==> config.mk <==
export PLATFORM = sky130hd
export DESIGN_NAME = smie_core
export DESIGN_NICKNAME = d
export VERILOG_FILES = /design/src/hw/rtl/smie_pkg.sv /design/src/hw/rtl/smie_core.sv
export SDC_FILE = /design/constraint.sdc
export NUM_CORES = 2
export LEC_CHECK = 0
export ABC_CLOCK_PERIOD_IN_PS = 10500
export BUFFER_PORTS_ARGS = -buffer_cell sky130_fd_sc_hd__clkbuf_2
export CAP_MARGIN = 20
export CORE_UTILIZATION = 35
export DETAILED_ROUTE_END_ITERATION = 10
export GPL_TIMING_DRIVEN = 0
export PLACE_DENSITY = 0.52
export SLEW_MARGIN = 25
export SYNTH_ARGS = -nofsm -noshare
export SYNTH_HDL_FRONTEND = slang
export SYNTH_SLANG_ARGS = --single-unit
==> constraint.sdc <==
create_clock -name clock -period 10.5 [get_ports clock]
set_clock_uncertainty 0.1 [all_clocks]
set_input_delay 0.525 -clock clock [delete_from_list [all_inputs] [get_ports clock]]
set_output_delay 0.525 -clock clock [all_outputs]
set_load 0.01 [all_outputs]
==> src/hw/rtl/smie_pkg.sv <==
`timescale 1ns / 1ps
package smie_pkg;

   // Instruction op codes.
   typedef enum logic [3:0] {
      OP_NOP    = 4'd0,
      OP_ILL    = 4'd1,
      OP_LOAD   = 4'd2,
      OP_STORE  = 4'd3,
      OP_ADD    = 4'd4,
      OP_SUB    = 4'd5,
      OP_BRANCH = 4'd6,
      OP_CALL   = 4'd7,
      OP_RET    = 4'd8,
      OP_PUSH   = 4'd9,
      OP_POP    = 4'd10,
      OP_HALT   = 4'd11,
      OP_HWR    = 4'd12,
      OP_HRD    = 4'd13,
      OP_UNK14  = 4'd14,
      OP_UNK15  = 4'd15
   } op_type;

   // Error codes.
   localparam logic [2:0] ERR_NONE  = 3'd0;
   localparam logic [2:0] ERR_ILL   = 3'd1;
   localparam logic [2:0] ERR_UNK   = 3'd2;
   localparam logic [2:0] ERR_IMM   = 3'd3;
   localparam logic [2:0] ERR_DATA  = 3'd4;
   localparam logic [2:0] ERR_STACK = 3'd5;
   localparam logic [2:0] ERR_COND  = 3'd6;

   // Condition codes.
   localparam logic [1:0] CC_NEG  = 2'd0;
   localparam logic [1:0] CC_ZERO = 2'd1;
   localparam logic [1:0] CC_POS  = 2'd2;

   // Branch conditions.
   localparam logic [3:0] BC_ALWAYS = 4'd0;
   localparam logic [3:0] BC_EQ     = 4'd1;
   localparam logic [3:0] BC_NE     = 4'd2;
   localparam logic [3:0] BC_GT     = 4'd3;
   localparam logic [3:0] BC_GE     = 4'd4;
   localparam logic [3:0] BC_LT     = 4'd5;
   localparam logic [3:0] BC_LE     = 4'd6;

   // Register indexes of the configuration port.
   localparam logic [1:0] CSR_STACK_LOW  = 2'd0;
   localparam logic [1:0] CSR_DATA_LIMIT = 2'd1;
   localparam logic [1:0] CSR_SP_START   = 2'd2;
   localparam logic [1:0] CSR_PC_START   = 2'd3;

   // Memory request from the control stage to the data memory.
   typedef struct packed {
      logic        rd_en;
      logic [19:0] rd_addr;
      logic        wr_en;
      logic [19:0] wr_addr;
      logic [31:0] wr_data;
   } mem_req_type;

endpackage

==> src/hw/rtl/smie_core.sv <==
`timescale 1ns / 1ps
module smie_core #(
   parameter int DATA_WORDS = 4096,
   parameter int NUM_REGS   = 16
) (
   input  logic        clock,
   input  logic        reset,
   input  logic        req_valid,
   output logic        req_ready,
   input  logic [3:0]  req_op,
   input  logic        req_imm_mode,
   input  logic        req_indexed_mode,
   input  logic [3:0]  req_reg_or_cond,
   input  logic [3:0]  req_index_reg,
   input  logic signed [15:0] req_offset,
   input  logic [19:0] req_abs_address,
   input  logic signed [19:0] req_imm_value,
   input  logic signed [31:0] req_host_word,
   output logic        rsp_valid,
   input  logic        rsp_ready,
   output logic [19:0] rsp_next_pc,
   output logic signed [31:0] rsp_result_word,
   output logic [1:0]  rsp_cond_code,
   output logic [2:0]  rsp_error_code,
   output logic        rsp_stopped,
   input  logic [12:0] stack_low,
   input  logic [12:0] data_limit,
   input  logic        sp_load,
   input  logic [11:0] sp_value,
   input  logic        pc_load,
   input  logic [19:0] pc_value,
   output smie_pkg::mem_req_type mem_req,
   input  logic [31:0] mem_rd_data
);
   import smie_pkg::*;

   localparam int RW = (NUM_REGS > 1) ? $clog2(NUM_REGS) : 1;

   // Register number taken modulo the register count.
   function automatic logic [RW-1:0] reg_sel(input logic [3:0] n);
      logic [4:0] v;
      v = {1'b0, n};
      for (int k = 0; k < 8; k++) begin
         if (v >= 5'(NUM_REGS)) v = v - 5'(NUM_REGS);
      end
      return RW'(v);
   endfunction

   // Stage 1 holds an item whose memory read is in flight.
   logic        s1_valid_ff, s1_valid_in;
   op_type      s1_op_ff;
   logic [RW-1:0] s1_r_ff;
   logic [31:0] s1_rval_ff;
   logic [19:0] s1_wa_ff;
   logic        s1_needw_ff;
   logic        s1_host_ff;

   logic [31:0] regs_ff [NUM_REGS];
   logic [19:0] pc_ff;
   logic [12:0] sp_ff;
   logic [1:0]  cc_ff;
   logic        halt_ff;

   logic        ov_ff;
   logic [19:0] o_pc_ff;
   logic [31:0] o_res_ff;
   logic [1:0]  o_cc_ff;
   logic [2:0]  o_err_ff;
   logic        o_stop_ff;

   logic [12:0] lim;
   assign lim = (DATA_WORDS > 8191 || data_limit < 13'(DATA_WORDS)) ? data_limit
                                                                     : 13'(DATA_WORDS);

   // Output register frees when empty or taken; stage 1 ends into it.
   logic out_free, s1_done, accept;
   assign out_free  = !ov_ff || rsp_ready;
   assign s1_done   = s1_valid_ff && out_free;
   // A following item may not enter while stage 1 waits to finish.
   assign req_ready = out_free && !s1_valid_ff;
   assign accept    = req_valid && req_ready;

   // Decode of the incoming item against current state.
   op_type op;
   logic [RW-1:0] r, ir;
   logic [31:0] rv;
   logic signed [33:0] addr;
   logic [19:0] npc, ea20;
   logic addr_ok, taken, sp_ok, nsp_ok;
   logic [12:0] nsp;

   // State as seen by the incoming item (stage 1 has already retired, since none enters while it waits).
   logic [31:0] fwd_word;
   always_comb begin
      op     = op_type'(req_op);
      r      = reg_sel(req_reg_or_cond);
      ir     = reg_sel(req_index_reg);
      rv     = regs_ff[r];
      addr   = req_indexed_mode ? (34'(signed'(regs_ff[ir])) + 34'(req_offset))
                                : 34'(req_abs_address);
      ea20   = addr[19:0];
      addr_ok = (addr >= 0) && (addr < 34'(lim));
      npc    = pc_ff + 20'd1;
      sp_ok  = sp_ff < lim;
      nsp    = sp_ff + 13'd1;
      nsp_ok = nsp < lim;
      case (req_reg_or_cond)
         BC_ALWAYS: taken = 1'b1;
         BC_EQ:     taken = cc_ff == CC_ZERO;
         BC_NE:     taken = cc_ff != CC_ZERO;
         BC_GT:     taken = cc_ff == CC_POS;
         BC_GE:     taken = cc_ff != CC_NEG;
         BC_LT:     taken = cc_ff == CC_NEG;
         BC_LE:     taken = cc_ff != CC_POS;
         default:   taken = 1'b0;
      endcase
      fwd_word = mem_rd_data;
   end

   // Execute: decide errors, state updates and memory use.
   logic [2:0]  err;
   logic [31:0] res;
   logic        need_rd, need_wr, imm_wr, reg_wr, cc_wr, set_halt;
   logic [19:0] rd_a, wr_a, pc_n;
   logic [31:0] wr_d, reg_d;
   logic [12:0] sp_n;
   logic        fin_now;
   always_comb begin
      err = ERR_NONE; res = '0; need_rd = 1'b0; need_wr = 1'b0; imm_wr = 1'b0;
      reg_wr = 1'b0; cc_wr = 1'b0; set_halt = 1'b0;
      rd_a = ea20; wr_a = ea20; wr_d = rv; reg_d = '0;
      pc_n = npc; sp_n = sp_ff;
      if (op == OP_HWR || op == OP_HRD) begin
         pc_n = pc_ff;
         if ({14'd0, req_abs_address} >= 34'(lim)) err = ERR_DATA;
         else if (op == OP_HWR) begin
            imm_wr = 1'b1; wr_a = req_abs_address; wr_d = req_host_word;
            res = req_host_word;
         end else begin
            need_rd = 1'b1; rd_a = req_abs_address;
         end
      end else if (halt_ff) begin
         pc_n = pc_ff;
      end else begin
         case (op)
            OP_NOP: ;
            OP_ILL: err = ERR_ILL;
            OP_LOAD, OP_ADD, OP_SUB: begin
               if (req_imm_mode) begin
                  reg_d = 32'(req_imm_value);
                  if (op == OP_ADD) reg_d = rv + reg_d;
                  else if (op == OP_SUB) reg_d = rv - reg_d;
                  reg_wr = 1'b1; cc_wr = 1'b1; res = reg_d;
               end else if (!addr_ok) err = ERR_DATA;
               else need_rd = 1'b1;
            end
            OP_STORE: begin
               if (req_imm_mode) err = ERR_IMM;
               else if (!addr_ok) err = ERR_DATA;
               else begin imm_wr = 1'b1; res = rv; end
            end
            OP_BRANCH, OP_CALL: begin
               if (req_imm_mode) err = ERR_IMM;
               else if (req_reg_or_cond > BC_LE) err = ERR_COND;
               else if (taken) begin
                  if (op == OP_CALL) begin
                     if (!sp_ok) err = ERR_DATA;
                     else if (sp_ff < stack_low) err = ERR_STACK;
                     else begin
                        imm_wr = 1'b1; wr_a = 20'(sp_ff); wr_d = 32'(npc);
                        res = 32'(npc); sp_n = sp_ff - 13'd1;
                     end
                  end
                  pc_n = ea20;
               end
            end
            OP_RET: begin
               if (!sp_ok || !nsp_ok) err = ERR_DATA;
               else begin need_rd = 1'b1; rd_a = 20'(nsp); sp_n = nsp; end
            end
            OP_PUSH: begin
               if (!sp_ok) err = ERR_DATA;
               else if (req_imm_mode) begin
                  if (sp_ff < stack_low) err = ERR_STACK;
                  else begin
                     imm_wr = 1'b1; wr_a = 20'(sp_ff); wr_d = 32'(req_imm_value);
                     res = 32'(req_imm_value); sp_n = sp_ff - 13'd1;
                  end
               end else if (!addr_ok) err = ERR_DATA;
               else if (sp_ff < stack_low) err = ERR_STACK;
               else begin
                  need_rd = 1'b1; need_wr = 1'b1; wr_a = 20'(sp_ff);
                  sp_n = sp_ff - 13'd1;
               end
            end
            OP_POP: begin
               if (req_imm_mode) err = ERR_IMM;
               else if (sp_ff < stack_low || !sp_ok) err = ERR_STACK;
               else if (!addr_ok || !nsp_ok) err = ERR_DATA;
               else begin
                  need_rd = 1'b1; rd_a = 20'(nsp); need_wr = 1'b1;
                  wr_a = ea20; sp_n = nsp;
               end
            end
            OP_HALT: set_halt = 1'b1;
            default: err = ERR_UNK;
         endcase
         if (err != ERR_NONE) begin
            set_halt = 1'b1; pc_n = pc_ff; sp_n = sp_ff; res = '0;
            need_rd = 1'b0; need_wr = 1'b0; imm_wr = 1'b0;
            reg_wr = 1'b0; cc_wr = 1'b0;
         end
      end
      fin_now = !need_rd;
   end

   // Memory port: stage-1 write-back has priority, and no read overlaps it.
   always_comb begin
      mem_req = '0;
      if (s1_valid_ff && s1_needw_ff) begin
         mem_req.wr_en   = s1_done;
         mem_req.wr_addr = s1_wa_ff;
         mem_req.wr_data = fwd_word;
      end else if (accept && imm_wr) begin
         mem_req.wr_en   = 1'b1;
         mem_req.wr_addr = wr_a;
         mem_req.wr_data = wr_d;
      end
      mem_req.rd_en   = accept && need_rd;
      mem_req.rd_addr = rd_a;
   end

   // Stage 1 retires into the output register; a new read waits for that.
   logic [31:0] s1_res;
   logic [31:0] s1_regv;
   logic [1:0]  s1_cc;
   logic [1:0]  s1_cc_out;
   logic [19:0] s1_pc;
   always_comb begin
      s1_regv = fwd_word;
      case (s1_op_ff)
         OP_ADD:  s1_regv = s1_rval_ff + fwd_word;
         OP_SUB:  s1_regv = s1_rval_ff - fwd_word;
         default: s1_regv = fwd_word;
      endcase
      s1_res = (s1_op_ff == OP_RET) ? '0 : s1_regv;
      s1_cc  = s1_regv[31] ? CC_NEG : ((s1_regv == '0) ? CC_ZERO : CC_POS);
      s1_cc_out = (!s1_host_ff && (s1_op_ff inside {OP_LOAD, OP_ADD, OP_SUB})) ? s1_cc
                                                                               : cc_ff;
      s1_pc  = (!s1_host_ff && s1_op_ff == OP_RET) ? fwd_word[19:0] : pc_ff;
   end

   assign s1_valid_in = (accept && need_rd) ? 1'b1 : (s1_done ? 1'b0 : s1_valid_ff);

   // Item control and architectural state.
   always_ff @(posedge clock) begin
      if (reset) begin
         s1_valid_ff <= 1'b0;
         ov_ff       <= 1'b0;
         pc_ff       <= 20'd0;
         sp_ff       <= 13'd4095;
         cc_ff       <= CC_ZERO;
         halt_ff     <= 1'b0;
         for (int i = 0; i < NUM_REGS; i++) regs_ff[i] <= '0;
      end else begin
         s1_valid_ff <= s1_valid_in;
         if (pc_load) pc_ff <= pc_value;
         if (sp_load) sp_ff <= {1'b0, sp_value};
         if (s1_done) begin
            ov_ff     <= 1'b1;
            o_res_ff  <= s1_res;
            o_cc_ff   <= s1_cc_out;
            o_pc_ff   <= s1_pc;
            o_err_ff  <= ERR_NONE;
            o_stop_ff <= halt_ff;
            if (!s1_host_ff) begin
               case (s1_op_ff)
                  OP_LOAD, OP_ADD, OP_SUB: begin
                     regs_ff[s1_r_ff] <= s1_regv;
                     cc_ff <= s1_cc;
                  end
                  OP_RET: pc_ff <= fwd_word[19:0];
                  default: ;
               endcase
            end
         end else if (accept && fin_now) begin
            ov_ff     <= 1'b1;
            o_res_ff  <= res;
            o_err_ff  <= err;
            o_pc_ff   <= pc_n;
            o_cc_ff   <= cc_wr ? (reg_d[31] ? CC_NEG : ((reg_d == '0) ? CC_ZERO : CC_POS))
                               : cc_ff;
            o_stop_ff <= halt_ff || set_halt;
         end else if (rsp_ready) begin
            ov_ff <= 1'b0;
         end
         if (accept) begin
            pc_ff <= pc_n;
            sp_ff <= sp_n;
            if (set_halt) halt_ff <= 1'b1;
            if (reg_wr) regs_ff[r] <= reg_d;
            if (cc_wr) cc_ff <= reg_d[31] ? CC_NEG : ((reg_d == '0) ? CC_ZERO : CC_POS);
         end
      end
   end

   // Stage 1 payload.
   always_ff @(posedge clock) begin
      if (accept && need_rd) begin
         s1_op_ff    <= op;
         s1_r_ff     <= r;
         s1_rval_ff  <= rv;
         s1_wa_ff    <= wr_a;
         s1_needw_ff <= need_wr;
         s1_host_ff  <= (op == OP_HRD);
      end
   end

   assign rsp_valid       = ov_ff;
   assign rsp_next_pc     = o_pc_ff;
   assign rsp_result_word = o_res_ff;
   assign rsp_cond_code   = o_cc_ff;
   assign rsp_error_code  = o_err_ff;
   assign rsp_stopped     = o_stop_ff;
endmodule

======== Word-level counts from Yosys, hierarchy flattened ========
Memory sizes are Yosys's and may differ from the RTL's.
Index checks and enable logic that the tools add are counted.
Widths: inputs -> output; s select.
storage, ports and cells
  input bits .............................. 198
  output and inout bits ................... 134
  bits in registers ....................... 158
  memories ................................ 1
  word-level logic and storage cells ...... 324
  memory bits (writable) .................. 512
memory list
  memory   words  width  read ports  clocked after memory_dff  write ports  RTL line         source
  regs_ff  16     32     2           0                         16           smie_core.sv:58  logic [31:0] regs_ff [NUM_REGS];
operators by class
  equal/unequal tests ..................... 42
  add/sub/neg operators ................... 8
  reductions and logical operators ........ 45
  bitwise gates (word level) .............. 1
  muxes and demuxes ....................... 202
  $lt $le $gt $ge ......................... 8
operators by type and width
  kind                 number
  $mux 32              34
  $mux 20              42
  $mux 13              19
  $pmux 32 s2          2
  $pmux 32 s4          1
  $mux 53              2
  $pmux 20 s2          2
  $mux 3               22
  $add 32x32->32       2
  $logic_not 32->1     2
  $reduce_or 32->1     2
  $sub 32x32->32       2
  $mux 1               56
  $pmux 13 s4          1
  $lt 13x13->1         3
  $eq 4x3->1 const B   9
  $ge 34x1->1 const B  1
  $lt 34x13->1         1
  $mux 34              1
  $add 32x16->33       1
  $ne 3x3->1 const B   10
  $eq 4x4->1 const B   7
  $mux 2               13
  $pmux 3 s8           1
  31 further kinds     70

======== Logic depth before layout (Yosys ltp) ========
An unclocked memory read counts as a cell.
  word-level depth ........................ 23
  depth in mapped cells ................... 26

======== Worst setup path after synthesis ========
Ideal clock, no wire load.
  path kind ............................... input-to-output
  start point ............................. input port req_index_reg[0]
  end point ............................... output port mem_req[73] (netlist bit)
  stages .................................. 25
  buffers on the path ..................... 4
  path slack .............................. 0.777 ns
  arrival ................................. 9.098 ns
  cells stage by stage .................... clkbuf_1 -> buf_1 -> mux4_2 -> mux4_2 -> ha_1 -> inv_1 -> fa_1 -> nor2b_4 -> o2111a_1 -> or2_2 -> o21a_1 -> o21ai_0 -> nand2b_1 -> xor2_1 -> mux2_2 -> ha_1 -> o2111ai_1 -> a31o_2 -> and3b_1 -> buf_4 -> and3_1 -> a32oi_1 -> nand2b_1 -> a21oi_1 -> buf_4
RTL lines
  item             RTL line         source
  start, declared  smie_core.sv:14  input logic [3:0] req_index_reg,
  end, declared    smie_core.sv:32  output smie_pkg::mem_req_type mem_req,

==> metrics.txt <==
layout cells sized above 1 about 18%; Total GRT Usage a little under a third; final hold violations 0; Lkg Pwr 20.4 nW; XOR/XNOR share of the synthesized area between 2 and 2.5%; # rows roughly 140; mux share of post-synthesis cell area around 17%; Layout area overhead 14.8%; post-DR wirelength/cell 32.0 µm; clock network power share 35.7%; First-pass DRT Iterations 7; max incr delay on CP 0.85 ns; worst-path fanout max 10; setup violators final 0; global-route wire length before repair 311 mm; Die W ~370 µm; number of flops mapped to enable cells by yosys about 630; Req. time, crit path slightly below 10 ns; headroom to the max-slew limit between 10% and 20%; Fillers between 10000 and 15000; most frequent cells in the layout 831 x nor2_1, 632 x edfxtp_1, 328 x clkbuf_2; final wirelength 224 mm; Final Slew Violations 0; CTS Buffer Depth 3; Crit. End Element output port; clock-pin slew on the worst setup and hold paths around 0.060 ns; Internal Pwr Total 5.31 mW; worst-margin pin slew ~1.2 ns; hold slack roughly 0.075 ns; Final GP Congestion around 1.0; Adder-Cell Fraction of Synth Area under 10%; crit path launch type input pin; Seq/Total Area, Yosys just over 40%; htree depth 3; Simple-Gate Fraction of Synth Area ~15%; Async SR Flop Fraction 0%; total number of vias between 40000 and 50000; Core Region around 140000 µm²; Gate power share around a quarter; Root Buffer clkbuf_16; Psw 2.71 mW; total grt overflow 0; kind of critical path in2out; vias in the first global route around 42000; number of max-cap violations 0; met3 WL ~22 mm; Ports around 330; initial antenna violation count 12; Post-Syn Area just under 50000 µm²; Synth area leaders edfxtp_1 39%, mux4_2 15%, nor2_1 6.4%; final core utilization 40.6%; RSZ-0062 raised after global routing no; detailed placement HPWL ~180 mm; largest net degree at the start of global routing 33; IO buf count between 300 and 400; flops & latches, synth 670; fin nets roughly 5500; Synth top area share between 30 and 40%; post-layout minimum cycle time ~9.6 ns; slowest CP cell mux2i_1; Num Clock Sinks between 600 and 700; Max Freq about 100 MHz; met1 wire length between 90 and 100 mm; Setup Buffers After CTS 0; Primary FF master, synth edfxtp_1; Syn Area/Cell just over 10 µm²; Antenna Nets Post-Route 0; Worst Hold Class in2reg; status finished, final reports clean; Initial Utilization between 30 and 40%; dominant cell type by area after synthesis edfxtp_1; CP cell instances clkbuf_1 -> buf_1 -> mux4_2 -> mux4_2 -> ha_1 -> nand4_1 -> or3_1 -> o221ai_1 -> xor2_1 -> mux2i_1 -> nand4_1 -> and3b_1 -> buf_4 -> and4_1 -> clkbuf_1 -> o31a_1 -> o21a_1 -> buf_1 -> a22o_1 -> clkbuf_2; power density cells 144 nW/µm²; Die Y approximately 370 µm; CTS tree built; YS warnings 0; Placed Area between 50000 and 60000 µm²; Num CTS Buffers just over 80; Avg Vias per Cell 6.31; clock latency on the worst-skew pair between 0.7 and 0.8 ns; VDD IR-drop max about 0.10 mV; Finished Cell Area between 50000 and 60000 µm²; worst path arrival time roughly 9.0 ns; Die Area about 140000 µm²; period utilization around nine tenths; most common cell after layout, fill and taps aside nor2_1; largest family of logic cells by synthesized area multiplexers; setup ws final approximately 0.9 ns; Post-Synthesis Cells 4687; DP Worst Slack slightly below 1 ns; Synth cell types 104; Sw Ratio 33.8%; Seq pwr share around two fifths; post-route DRC violation count 0; DR WL met2 roughly 98 mm; max layer used met5; DR iter-0 viols 5589; syn_nets 5080; Compound-Gate Fraction of Synth Area between 10% and 20%
## cells in the mapped netlist (41+ instances only)
library cell	count
mux2i_1	74
o21ai_0	185
a21oi_1	236
nand3_1	51
nand2_1	303
o21ai_1	42
ha_1	191
mux4_2	320
o211ai_1	74
a21o_1	57
a211oi_1	68
clkbuf_1	316
and3_1	52
a22o_1	41
edfxtp_1	632
inv_1	115
a31oi_1	74
nor2_1	832
nor3_1	110
xnor2_1	85
## state kept, by name, summed over array words and instances (netlist names), 2 cells and up
name / count
rsp_result_word: 32
s1_wa_ff: 20
s1_op_ff: 4
pc_ff: 20
rsp_error_code: 3
s1_rval_ff: 32
cc_ff: 2
s1_r_ff: 4
rsp_cond_code: 2
regs_ff: 512
rsp_next_pc: 20
sp_ff: 13
## through the flow
step | power (mW) | instances | setup TNS [ns]
2_1_floorplan | 4.33 | 4687 | 0
3_3_place_gp | 5.12 | 6795 | -410.99
3_5_place_dp | 5.14 | 6817 | 0
4_1_cts | 7.97 | 6967 | 0
5_1_grt | 8.23 | 6972 | 0
6_report | 8.02 | 6979 | 0
## routing by layer
layer	track usage [%]	vias to the layer above
met4	15.3	4
met5	0	-
met1	41.5	22100
met2	47.4	2611
met3	6.40	428
li1	-	18900
## worst max-delay path: cells and delay by family
family	cells	cell delay, ns
AND/OR/NAND/NOR	5	1.57
AO/OA/AOI/OAI	4	1.41
adder cells (fa/ha/maj)	1	0.49
XOR/XNOR	1	0.18
buffers and inverters	6	2.56
multiplexers	3	2.19
## cell families after synthesis
kind of cell / Yosys count
buffers and inverters: 496
muxes: 409
DFF: 670
adders and majority gates: 195
xor gates and xnor gates: 115
and+or+nand+nor: 1636
AOI/OAI and AO/OA: 1166
## area by class of cell
cell class / instances / area, µm² / share of cell area, %
diodes: 12 / 30.0 / 0.0538
repair buffers: 341 / 2100 / 3.76
inverters: 116 / 435 / 0.780
flip-flops and latches: 670 / 19700 / 35.3
well taps: 1794 / 2240 / 4.02
multi-input cells: 3521 / 27200 / 48.7
clock inverters: 45 / 520 / 0.932
plain buffers: 380 / 1510 / 2.69
clock buffers: 100 / 2100 / 3.76
## path summary, 6_finish.rpt
path	slack, ns	to	cells past startpoint	from
worst min register to register	0.55	pc_ff[19]$_SDFF_PP0_	2	pc_ff[19]$_SDFF_PP0_
worst max-delay path	0.90	mem_req[34]	20	req_index_reg[0]
worst min-delay path	0.08	sp_ff[11]$_SDFFE_PP1P_	3	sp_value[11]
worst max register to register	2.28	rsp_cond_code[1]$_DFFE_PP_	20	s1_op_ff[1]$_DFFE_PP_
## repair_timing
action / in CTS / in global routing
hold buffers: 5 / 0
endpoints found under the hold margin: 5 / 0
gates resized for setup: 0 / 0
## power by group through the flow
| stage | clock [mW] | combinational [mW] | sequential, mW |
|---|---|---|---|
| after floorplan | 0 | 1.22 | 3.11 |
| after global placement | 0 | 1.99 | 3.13 |
| after detailed placement | 0 | 2.02 | 3.13 |
| after CTS | 2.88 | 2.03 | 3.07 |
| after global routing | 2.96 | 2.18 | 3.08 |
| final | 2.86 | 2.08 | 3.07 |
Power figures use the tool's default switching activity.
